==> src/hdl/tfb_pkg.sv <==
// shared types, widths and helper functions of the tiled fill blit generator
// no dependencies; imported by every module of the block
`default_nettype none

package tfb_pkg;

    // field widths
    localparam int COORD_W   = 16;             // signed coordinates on the input side
    localparam int SIZE_W    = 15;             // unsigned tile and area sizes
    localparam int OUT_W     = COORD_W + 1;    // signed coordinates on the output side
    localparam int WORK_W    = COORD_W + 2;    // internal signed walk arithmetic
    localparam int FLIP_W    = 2;

    // tile limit per fill command
    localparam int MAX_TILES = 64;
    localparam int CNT_W     = $clog2(MAX_TILES + 1);

    // serial remainder unit
    localparam int DIV_STEPS = COORD_W;
    localparam int DIV_CNT_W = $clog2(DIV_STEPS);

    // sequencer states
    typedef enum logic [4:0] {
        ST_IDLE = 5'b00001,
        ST_DIVX = 5'b00010,
        ST_DIVY = 5'b00100,
        ST_PREP = 5'b01000,
        ST_EMIT = 5'b10000
    } t_state;

    // zero-extend a size into the walk width
    function automatic logic signed [WORK_W-1:0] ext_size(input logic [SIZE_W-1:0] v);
        ext_size = $signed({{(WORK_W - SIZE_W){1'b0}}, v});
    endfunction

    // sign-extend a coordinate into the walk width
    function automatic logic signed [WORK_W-1:0] ext_coord(input logic signed [COORD_W-1:0] v);
        ext_coord = {{(WORK_W - COORD_W){v[COORD_W-1]}}, v};
    endfunction

    // magnitude of a signed coordinate; the most negative value fits unsigned
    function automatic logic [COORD_W-1:0] coord_mag(input logic signed [COORD_W-1:0] v);
        coord_mag = v[COORD_W-1] ? COORD_W'(-v) : COORD_W'(v);
    endfunction

    // first grid position in (-size, 0] from |offset| mod size and the offset sign
    function automatic logic signed [WORK_W-1:0] wrap_start(
        input logic              neg,
        input logic [SIZE_W-1:0] rem,
        input logic [SIZE_W-1:0] size
    );
        if (rem == '0) begin
            wrap_start = '0;
        end else if (neg) begin
            wrap_start = -ext_size(rem);
        end else begin
            wrap_start = ext_size(rem) - ext_size(size);
        end
    endfunction

endpackage

`default_nettype wire

==> src/hdl/tfb_div.sv <==
// shared serial remainder unit: one restoring step per cycle
// depends on tfb_pkg
`default_nettype none

module tfb_div (
    input  wire logic                       i_clk,
    input  wire logic                       i_rst_n,
    input  wire logic                       i_start,
    input  wire logic [tfb_pkg::COORD_W-1:0] i_dividend,
    input  wire logic [tfb_pkg::SIZE_W-1:0]  i_divisor,
    output logic                            o_done,
    output logic [tfb_pkg::SIZE_W-1:0]       o_rem
);
    import tfb_pkg::*;

    logic                 r_busy;
    logic                 r_done;
    logic [DIV_CNT_W-1:0] r_cnt;
    logic [COORD_W-1:0]   r_dvd;
    logic [SIZE_W-1:0]    r_dvs;
    logic [SIZE_W-1:0]    r_rem;
    logic [SIZE_W:0]      trial;
    logic [SIZE_W-1:0]    n_rem;

    // one restoring step: bring down the next dividend bit, subtract if it fits
    always_comb begin
        trial = {r_rem, r_dvd[COORD_W-1]};
        if (trial >= {1'b0, r_dvs}) begin
            n_rem = SIZE_W'(trial - {1'b0, r_dvs});
        end else begin
            n_rem = trial[SIZE_W-1:0];
        end
    end

    // control
    always_ff @(posedge i_clk) begin
        if (!i_rst_n) begin
            r_busy <= 1'b0;
            r_done <= 1'b0;
            r_cnt  <= '0;
        end else begin
            r_done <= 1'b0;
            if (i_start) begin
                r_busy <= 1'b1;
                r_cnt  <= '0;
            end else if (r_busy) begin
                r_cnt <= r_cnt + 1'b1;
                if (r_cnt == DIV_CNT_W'(DIV_STEPS - 1)) begin
                    r_busy <= 1'b0;
                    r_done <= 1'b1;
                end
            end
        end
    end

    // operands and partial remainder
    always_ff @(posedge i_clk) begin
        if (i_start) begin
            r_dvd <= i_dividend;
            r_dvs <= i_divisor;
            r_rem <= '0;
        end else if (r_busy) begin
            r_dvd <= {r_dvd[COORD_W-2:0], 1'b0};
            r_rem <= n_rem;
        end
    end

    assign o_done = r_done;
    assign o_rem  = r_rem;

endmodule

`default_nettype wire

==> src/hdl/tfb_clip.sv <==
// clips one tile against the area along one axis and mirrors the source offset
// depends on tfb_pkg
`default_nettype none

module tfb_clip (
    input  wire logic signed [tfb_pkg::WORK_W-1:0]  i_pos,     // tile start in area space
    input  wire logic signed [tfb_pkg::WORK_W-1:0]  i_pos_end, // tile start plus tile size
    input  wire logic [tfb_pkg::SIZE_W-1:0]         i_limit,   // area size
    input  wire logic signed [tfb_pkg::COORD_W-1:0] i_src_org, // tile origin in texture
    input  wire logic signed [tfb_pkg::COORD_W-1:0] i_dst_org, // area origin on target
    input  wire logic                               i_mirror,
    output logic signed [tfb_pkg::OUT_W-1:0]        o_src,
    output logic signed [tfb_pkg::OUT_W-1:0]        o_dst,
    output logic [tfb_pkg::SIZE_W-1:0]              o_len
);
    import tfb_pkg::*;

    logic signed [WORK_W-1:0] lim;
    logic signed [WORK_W-1:0] over;
    logic signed [WORK_W-1:0] clip_lo;
    logic signed [WORK_W-1:0] clip_hi;
    logic signed [WORK_W-1:0] lead;
    logic signed [WORK_W-1:0] trail;
    logic signed [WORK_W-1:0] src_off;
    logic signed [WORK_W-1:0] len;
    logic signed [WORK_W-1:0] src;
    logic signed [WORK_W-1:0] dst;

    // clip window and the parts cut off at each end
    always_comb begin
        lim     = ext_size(i_limit);
        over    = i_pos_end - lim;
        lead    = i_pos[WORK_W-1] ? -i_pos : '0;
        clip_lo = i_pos[WORK_W-1] ? '0 : i_pos;
        trail   = (over > 0) ? over : '0;
        clip_hi = (over > 0) ? lim : i_pos_end;
        len     = clip_hi - clip_lo;
        // mirrored parts are taken from the far end of the tile
        src_off = i_mirror ? trail : lead;
        src     = ext_coord(i_src_org) + src_off;
        dst     = ext_coord(i_dst_org) + clip_lo;
    end

    assign o_len = len[SIZE_W-1:0];
    assign o_src = src[OUT_W-1:0];
    assign o_dst = dst[OUT_W-1:0];

endmodule

`default_nettype wire

==> src/hdl/tiled_fill_blit_generator.sv <==
// tiled fill blit generator, depends on tfb_pkg, tfb_div and tfb_clip: two serial remainders
// wrap the scroll offset, then the tile grid is walked with one clipped blit word per cycle
// while the output is not stalled. a command passes through the x and y remainders on the shared
// divider, the setup state and the output word register before its first blit word is valid
// it emits at most MAX_TILES words, no new command is taken until it is done, and a command
// with a zero tile size is accepted and emits nothing. reset: synchronous i_rst_n, idle, no word pending
`default_nettype none

module tiled_fill_blit_generator (
    input  wire logic                               i_clk,
    input  wire logic                               i_rst_n,
    // command channel
    input  wire logic                               i_in_valid,
    output logic                                    o_in_ready,
    input  wire logic signed [tfb_pkg::COORD_W-1:0] i_src_left,
    input  wire logic signed [tfb_pkg::COORD_W-1:0] i_src_top,
    input  wire logic [tfb_pkg::SIZE_W-1:0]         i_tile_width,
    input  wire logic [tfb_pkg::SIZE_W-1:0]         i_tile_height,
    input  wire logic signed [tfb_pkg::COORD_W-1:0] i_area_left,
    input  wire logic signed [tfb_pkg::COORD_W-1:0] i_area_top,
    input  wire logic [tfb_pkg::SIZE_W-1:0]         i_area_width,
    input  wire logic [tfb_pkg::SIZE_W-1:0]         i_area_height,
    input  wire logic signed [tfb_pkg::COORD_W-1:0] i_scroll_x,
    input  wire logic signed [tfb_pkg::COORD_W-1:0] i_scroll_y,
    input  wire logic                               i_mirror_h,
    input  wire logic                               i_mirror_v,
    // blit channel
    output logic                                    o_out_valid,
    input  wire logic                               i_out_ready,
    output logic signed [tfb_pkg::OUT_W-1:0]        o_blit_src_x,
    output logic signed [tfb_pkg::OUT_W-1:0]        o_blit_src_y,
    output logic [tfb_pkg::SIZE_W-1:0]              o_blit_width,
    output logic [tfb_pkg::SIZE_W-1:0]              o_blit_height,
    output logic signed [tfb_pkg::OUT_W-1:0]        o_blit_dst_x,
    output logic signed [tfb_pkg::OUT_W-1:0]        o_blit_dst_y,
    output logic [tfb_pkg::FLIP_W-1:0]              o_blit_flip,
    output logic                                    o_last_blit,
    output logic                                    o_truncated
);
    import tfb_pkg::*;

    t_state r_state;
    t_state n_state;

    // latched command
    logic signed [COORD_W-1:0] r_sl;
    logic signed [COORD_W-1:0] r_st;
    logic [SIZE_W-1:0]         r_tw;
    logic [SIZE_W-1:0]         r_th;
    logic signed [COORD_W-1:0] r_al;
    logic signed [COORD_W-1:0] r_at;
    logic [SIZE_W-1:0]         r_aw;
    logic [SIZE_W-1:0]         r_ah;
    logic signed [COORD_W-1:0] r_scy;
    logic                      r_scx_neg;
    logic                      r_mh;
    logic                      r_mv;

    // walk cursors
    logic signed [WORK_W-1:0]  r_fx;
    logic signed [WORK_W-1:0]  r_fxe;
    logic signed [WORK_W-1:0]  r_x;
    logic signed [WORK_W-1:0]  r_xe;
    logic signed [WORK_W-1:0]  r_y;
    logic signed [WORK_W-1:0]  r_ye;
    logic [CNT_W-1:0]          r_cnt;

    // output word register
    logic                      r_out_valid;
    logic signed [OUT_W-1:0]   r_src_x;
    logic signed [OUT_W-1:0]   r_src_y;
    logic [SIZE_W-1:0]         r_width;
    logic [SIZE_W-1:0]         r_height;
    logic signed [OUT_W-1:0]   r_dst_x;
    logic signed [OUT_W-1:0]   r_dst_y;
    logic [FLIP_W-1:0]         r_flip;
    logic                      r_last;
    logic                      r_trunc;

    logic                      accept;
    logic                      size_ok;
    logic                      div_start;
    logic [COORD_W-1:0]        div_dividend;
    logic [SIZE_W-1:0]         div_divisor;
    logic                      div_done;
    logic [SIZE_W-1:0]         div_rem;
    logic                      load;
    logic                      more_in_row;
    logic                      has_next;
    logic                      at_max;
    logic                      is_last;
    logic                      any_tile;
    logic signed [OUT_W-1:0]   clip_src_x;
    logic signed [OUT_W-1:0]   clip_src_y;
    logic signed [OUT_W-1:0]   clip_dst_x;
    logic signed [OUT_W-1:0]   clip_dst_y;
    logic [SIZE_W-1:0]         clip_w;
    logic [SIZE_W-1:0]         clip_h;

    assign o_in_ready = (r_state == ST_IDLE);
    assign accept     = i_in_valid && o_in_ready;
    assign size_ok    = (i_tile_width != '0) && (i_tile_height != '0);

    // the divider serves x first, then y
    assign div_start    = (accept && size_ok) || ((r_state == ST_DIVX) && div_done);
    assign div_dividend = (r_state == ST_IDLE) ? coord_mag(i_scroll_x) : coord_mag(r_scy);
    assign div_divisor  = (r_state == ST_IDLE) ? i_tile_width : r_th;

    tfb_div u_div (
        .i_clk      (i_clk),
        .i_rst_n    (i_rst_n),
        .i_start    (div_start),
        .i_dividend (div_dividend),
        .i_divisor  (div_divisor),
        .o_done     (div_done),
        .o_rem      (div_rem)
    );

    // per-axis clipping of the tile under the cursor
    tfb_clip u_clip_x (
        .i_pos     (r_x),
        .i_pos_end (r_xe),
        .i_limit   (r_aw),
        .i_src_org (r_sl),
        .i_dst_org (r_al),
        .i_mirror  (r_mh),
        .o_src     (clip_src_x),
        .o_dst     (clip_dst_x),
        .o_len     (clip_w)
    );

    tfb_clip u_clip_y (
        .i_pos     (r_y),
        .i_pos_end (r_ye),
        .i_limit   (r_ah),
        .i_src_org (r_st),
        .i_dst_org (r_at),
        .i_mirror  (r_mv),
        .o_src     (clip_src_y),
        .o_dst     (clip_dst_y),
        .o_len     (clip_h)
    );

    // lookahead for the last word and the tile limit
    assign more_in_row = r_xe < ext_size(r_aw);
    assign has_next    = more_in_row || (r_ye < ext_size(r_ah));
    assign at_max      = (r_cnt == CNT_W'(MAX_TILES - 1));
    assign is_last     = !has_next || at_max;
    assign any_tile    = (r_fx < ext_size(r_aw)) && (r_y < ext_size(r_ah));
    assign load        = (r_state == ST_EMIT) && (!r_out_valid || i_out_ready);

    // sequencer
    always_comb begin
        n_state = r_state;
        unique case (r_state)
            ST_IDLE: begin
                if (accept && size_ok) begin
                    n_state = ST_DIVX;
                end
            end
            ST_DIVX: begin
                if (div_done) begin
                    n_state = ST_DIVY;
                end
            end
            ST_DIVY: begin
                if (div_done) begin
                    n_state = ST_PREP;
                end
            end
            ST_PREP: begin
                n_state = any_tile ? ST_EMIT : ST_IDLE;
            end
            ST_EMIT: begin
                if (load && is_last) begin
                    n_state = ST_IDLE;
                end
            end
            default: begin
                n_state = ST_IDLE;
            end
        endcase
    end

    always_ff @(posedge i_clk) begin
        if (!i_rst_n) begin
            r_state <= ST_IDLE;
        end else begin
            r_state <= n_state;
        end
    end

    // command latch
    always_ff @(posedge i_clk) begin
        if (accept) begin
            r_sl      <= i_src_left;
            r_st      <= i_src_top;
            r_tw      <= i_tile_width;
            r_th      <= i_tile_height;
            r_al      <= i_area_left;
            r_at      <= i_area_top;
            r_aw      <= i_area_width;
            r_ah      <= i_area_height;
            r_scy     <= i_scroll_y;
            r_scx_neg <= i_scroll_x[COORD_W-1];
            r_mh      <= i_mirror_h;
            r_mv      <= i_mirror_v;
        end
    end

    // grid walk: wrapped start, then left to right, row by row
    always_ff @(posedge i_clk) begin
        if (!i_rst_n) begin
            r_cnt <= '0;
        end else begin
            if ((r_state == ST_DIVX) && div_done) begin
                r_fx <= wrap_start(r_scx_neg, div_rem, r_tw);
            end
            if ((r_state == ST_DIVY) && div_done) begin
                r_y <= wrap_start(r_scy[COORD_W-1], div_rem, r_th);
            end
            if (r_state == ST_PREP) begin
                r_x   <= r_fx;
                r_xe  <= r_fx + ext_size(r_tw);
                r_fxe <= r_fx + ext_size(r_tw);
                r_ye  <= r_y + ext_size(r_th);
                r_cnt <= '0;
            end
            if (load) begin
                r_cnt <= r_cnt + 1'b1;
                if (more_in_row) begin
                    r_x  <= r_xe;
                    r_xe <= r_xe + ext_size(r_tw);
                end else begin
                    r_x  <= r_fx;
                    r_xe <= r_fxe;
                    r_y  <= r_ye;
                    r_ye <= r_ye + ext_size(r_th);
                end
            end
        end
    end

    // output word register
    always_ff @(posedge i_clk) begin
        if (!i_rst_n) begin
            r_out_valid <= 1'b0;
        end else if (load) begin
            r_out_valid <= 1'b1;
        end else if (i_out_ready) begin
            r_out_valid <= 1'b0;
        end
    end

    always_ff @(posedge i_clk) begin
        if (load) begin
            r_src_x  <= clip_src_x;
            r_src_y  <= clip_src_y;
            r_width  <= clip_w;
            r_height <= clip_h;
            r_dst_x  <= clip_dst_x;
            r_dst_y  <= clip_dst_y;
            r_flip   <= {r_mv, r_mh};
            r_last   <= is_last;
            r_trunc  <= has_next && at_max;
        end
    end

    assign o_out_valid   = r_out_valid;
    assign o_blit_src_x  = r_src_x;
    assign o_blit_src_y  = r_src_y;
    assign o_blit_width  = r_width;
    assign o_blit_height = r_height;
    assign o_blit_dst_x  = r_dst_x;
    assign o_blit_dst_y  = r_dst_y;
    assign o_blit_flip   = r_flip;
    assign o_last_blit   = r_last;
    assign o_truncated   = r_trunc;

endmodule

`default_nettype wire

==> config.mk <==
export PLATFORM = sky130hd
export DESIGN_NAME = tiled_fill_blit_generator
export DESIGN_NICKNAME = d
export VERILOG_FILES = /design/src/hdl/tfb_pkg.sv /design/src/hdl/tfb_div.sv /design/src/hdl/tfb_clip.sv /design/src/hdl/tiled_fill_blit_generator.sv
export SDC_FILE = /design/constraint.sdc
export NUM_CORES = 1
export LEC_CHECK = 0
export BUFFER_PORTS_ARGS = -buffer_cell sky130_fd_sc_hd__buf_2
export CAP_MARGIN = 10
export CORE_MARGIN = 8
export CORE_UTILIZATION = 30
export CTS_CLUSTER_SIZE = 14
export DETAILED_ROUTE_END_ITERATION = 16
export RECOVER_POWER = 100
export SETUP_SLACK_MARGIN = 0.02
export SLEW_MARGIN = 20
export SYNTH_ARGS = -nofsm -noshare
export SYNTH_HDL_FRONTEND = slang
export SYNTH_HIERARCHICAL = 1
export SYNTH_SLANG_ARGS = --single-unit
==> constraint.sdc <==
create_clock -name i_clk -period 11.8 [get_ports i_clk]
set_clock_uncertainty 0.15 [all_clocks]
set_input_delay 1.18 -clock i_clk [delete_from_list [all_inputs] [get_ports i_clk]]
set_output_delay 1.18 -clock i_clk [all_outputs]
set_load 0.05 [all_outputs]
==> flow_summary.ini <==
[global_routing]
grt_pass1_wl_um = 130000
grt_usage = 0.147
antenna_found_initial = 13
grt.busiest_layer = met2
overflow = 0
use_met1 = 0.193
grt_use_met3 = 0.0208
grt_max_degree = 82
first_global_vias = 23000
use_met2 = 0.252

[power_and_ir_drop]
total_leakage_power_uw = 0.0135
power_density_mw_per_mm2 = 142
ir_drop_mv = 0.103

[finish]
fin_nets = 3752
fin_cells = 4627
final_cell_mix = edfxtp_1, ha_1, nor2_1
final_common_cell = edfxtp_1
area_growth_pct = 13.9
final_layout_size_suffix_gt1_frac = 0.0780
fillers = 10200

[synth]
syn_nets = 3489
yosysWarningCount = 6
avgSynthCellArea_sq_um = 9.90
synthArstFlopShare = 0
netlist_area_sq_mm = 0.0299
yosysTopAreaCell = edfxtp_1
synth_seq_cells = 418
synth_cells = 3020
ys_seq_area_frac = 0.408
synthTopCellsByArea = edfxtp_1, ha_1, xnor2_1
yosysUniqueCellTypes = 98
synth-edff-count = 384
synthFlopType = edfxtp_1
synth_top_area_share = 0.386

[route]
via_count = 23500
wl_um = 85000
drcViolationCount = 0
via_per_inst = 5.08
wire_per_inst_um = 18.4
initialDrtViolationCount = 1629
antenna_left = 0
first_pass_iters = 5

[setup_path]
cp.required_ns = 12.10
crit_path_start = r_xe[0]
reg2reg_depth = 23
worst-path-max-fanout = 16
critPathLaunchType = register
r2r_end = o_blit_width[13]
critical_path_class = reg2reg
rr_startpoint = r_xe[0]
r2r_slack_ns = 3.97
end_kind = register
cp.arrival_ns = 8.13
cp-endpoint = o_blit_width[13]

[sta]
fin_setup_tns_ns = 0
slew_viol_final = 345
rsz0062_at_grt = false
period_needed_ns = 7.83
final-hold-violation-count = 0
worstMarginPinSlew_ns = 3.86
fin_crit_sh = 0.664
slew_headroom = -1.58
fmax_ghz = 0.128
setup_viol = 0

[place]
hpwl_um = 65700
portBuffers = 265
dp_cells = 4529
gp_congestion = 0.897

[cts]
clk_pin_slew_ns = 0.06
cts.sink_count = 418
htreeDepth = 2
post_cts_buffers = 0
cts_hold_repair.buffers = 0
clk_latency_ns = 0.61
cts_buffer_depth = 3
cts_tree = yes
postCtsResizedCells = 0
cts_buffers = 49
clockRootBuffer = clkbuf_16

[floorplanning]
io_pins = 266
start_util = 0.301
core_area_sq_mm = 0.0994
die_width_um = 332
row_count = 116
dieArea_sq_mm = 0.110
die_y_um = 332

[min_path]
hold_path_depth = 1
hp-class = reg2reg

[status]
violations = capacitance limit, slew limit
outcome = finished, violations left

[flow_run]
cap_violations = 8
## layout make-up
cell class	instances	area [sq um]	share of cell area
clock buffers	60	1300	0.0381
flip-flops and latches	418	12200	0.359
well taps	1298	1620	0.0477
clock inverters	30	342	0.0100
diodes	7	17.5	0.000514
multi-input cells	2309	16500	0.485
inverters	218	820	0.0241
repair buffers	287	1240	0.0364
## cells by family after synthesis
family	Yosys count	share of synthesized area
flip-flops	418	0.408
AND/OR/NAND/NOR	915	0.152
XOR/XNOR	237	0.0694
multiplexers	72	0.0274
adder cells (fa/ha/maj)	307	0.132
AO/OA/AOI/OAI	778	0.173
buffers and inverters	293	0.0383
## synth_stat cells, drive strengths merged, types with 11 or more instances
| library cell | n |
|---|---|
| nand3 | 65 |
| mux2 | 59 |
| xor2 | 79 |
| nor2 | 246 |
| fa | 15 |
| a21o | 60 |
| o211ai | 29 |
| a211o | 11 |
| a22o | 17 |
| edfxtp | 384 |
| a21oi | 184 |
| clkbuf | 57 |
| nand2b | 64 |
| or2 | 16 |
| dfxtp | 34 |
| nor3 | 83 |
| o31ai | 21 |
| ha | 292 |
| buf | 18 |
| o41ai | 13 |
| a21boi | 17 |
| a211oi | 34 |
| xnor2 | 158 |
| and2 | 22 |
| o21ai | 180 |
| nand4 | 14 |
| a31oi | 35 |
| o2111ai | 11 |
| nor2b | 63 |
| a22oi | 11 |
| nand3b | 12 |
| o21a | 43 |
| o21bai | 11 |
| mux2i | 13 |
| nor4 | 22 |
| and3 | 29 |
| o31a | 12 |
| or3 | 33 |
| inv | 218 |
| nand2 | 208 |
## power breakdown
group          internal (uW)  leakage (uW)  switching (uW)  total (uW)
combinational            568       0.00889             804        1370
sequential              1790       0.00385             103        1890
clock                    934      0.000799             637        1570
total                   3290        0.0135            1540        4840
## how the worst min path moves through the flow
| stage | from | endpoint | slack [ns] |
|---|---|---|---|
| global placement | r_cnt[5] | r_cnt[5] | 0.29 |
| global route | r_cnt[2] | r_cnt[2] | 0.36 |
| floorplan | r_cnt[5] | r_cnt[5] | 0.26 |
| detailed placement | r_cnt[5] | r_cnt[5] | 0.29 |
| CTS | r_cnt[5] | r_cnt[5] | 0.31 |
| finish | r_cnt[5] | r_cnt[5] | 0.33 |
## stage by stage
stage | utilization | hold WS [ns] | setup slack [ns] | power, uW | cell area [sq um]
6_report | 0.343 | 0.325 | 3.97 | 4840 | 34100
5_1_grt | 0.343 | 0.364 | 3.56 | 5110 | 34100
4_1_cts | 0.346 | 0.313 | 4.78 | 4890 | 34400
3_5_place_dp | 0.329 | 0.292 | 4.83 | 3290 | 32700
3_3_place_gp | 0.329 | 0.285 | 4.93 | 3280 | 32700
2_1_floorplan | - | 0.264 | 4.78 | 2930 | 29900
## layer usage
| layer | part of all wire | routed length (um) |
|---|---|---|
| met2 | 0.47 | 40200 |
| met4 | 0.024 | 2010 |
| met1 | 0.45 | 38500 |
| met5 | 0.00015 | 13 |
| met3 | 0.051 | 4350 |
## state kept, by name, summed over array words and instances, names as in the netlist, 16 cells and up
signal	cells
o_blit_src_x	17
r_sl	16
o_blit_src_y	17
o_blit_dst_x	17
u_div/r_dvd	16
r_fxe	18
r_scy	16
o_blit_dst_y	17
r_st	16
r_x	18
r_al	16
r_at	16
r_ye	18
r_xe	18
r_y	18
r_fx	18
## critical path: stages (launching register included)
cell and delay [ns]:
edfxtp_1 0.45, inv_1 0.11, ha_1 0.17, fa_1 0.26
nor2b_4 0.06, o2111a_1 0.28, o311a_1 0.35, or3_1 0.33
a2111oi_0 0.47, o2111ai_1 0.22, nor4_1 0.81, nor2_1 0.64
o21ai_0 0.55, ha_1 0.30, nor2b_1 0.12, o21ai_0 0.19
a21boi_0 0.14, o21ai_0 0.22, a21boi_0 0.15, o21ai_0 0.25
a21oi_1 0.14, o41ai_1 0.57, or4b_2 0.63, o211ai_1 0.10
Note: power is estimated with default switching activity, not from simulation.
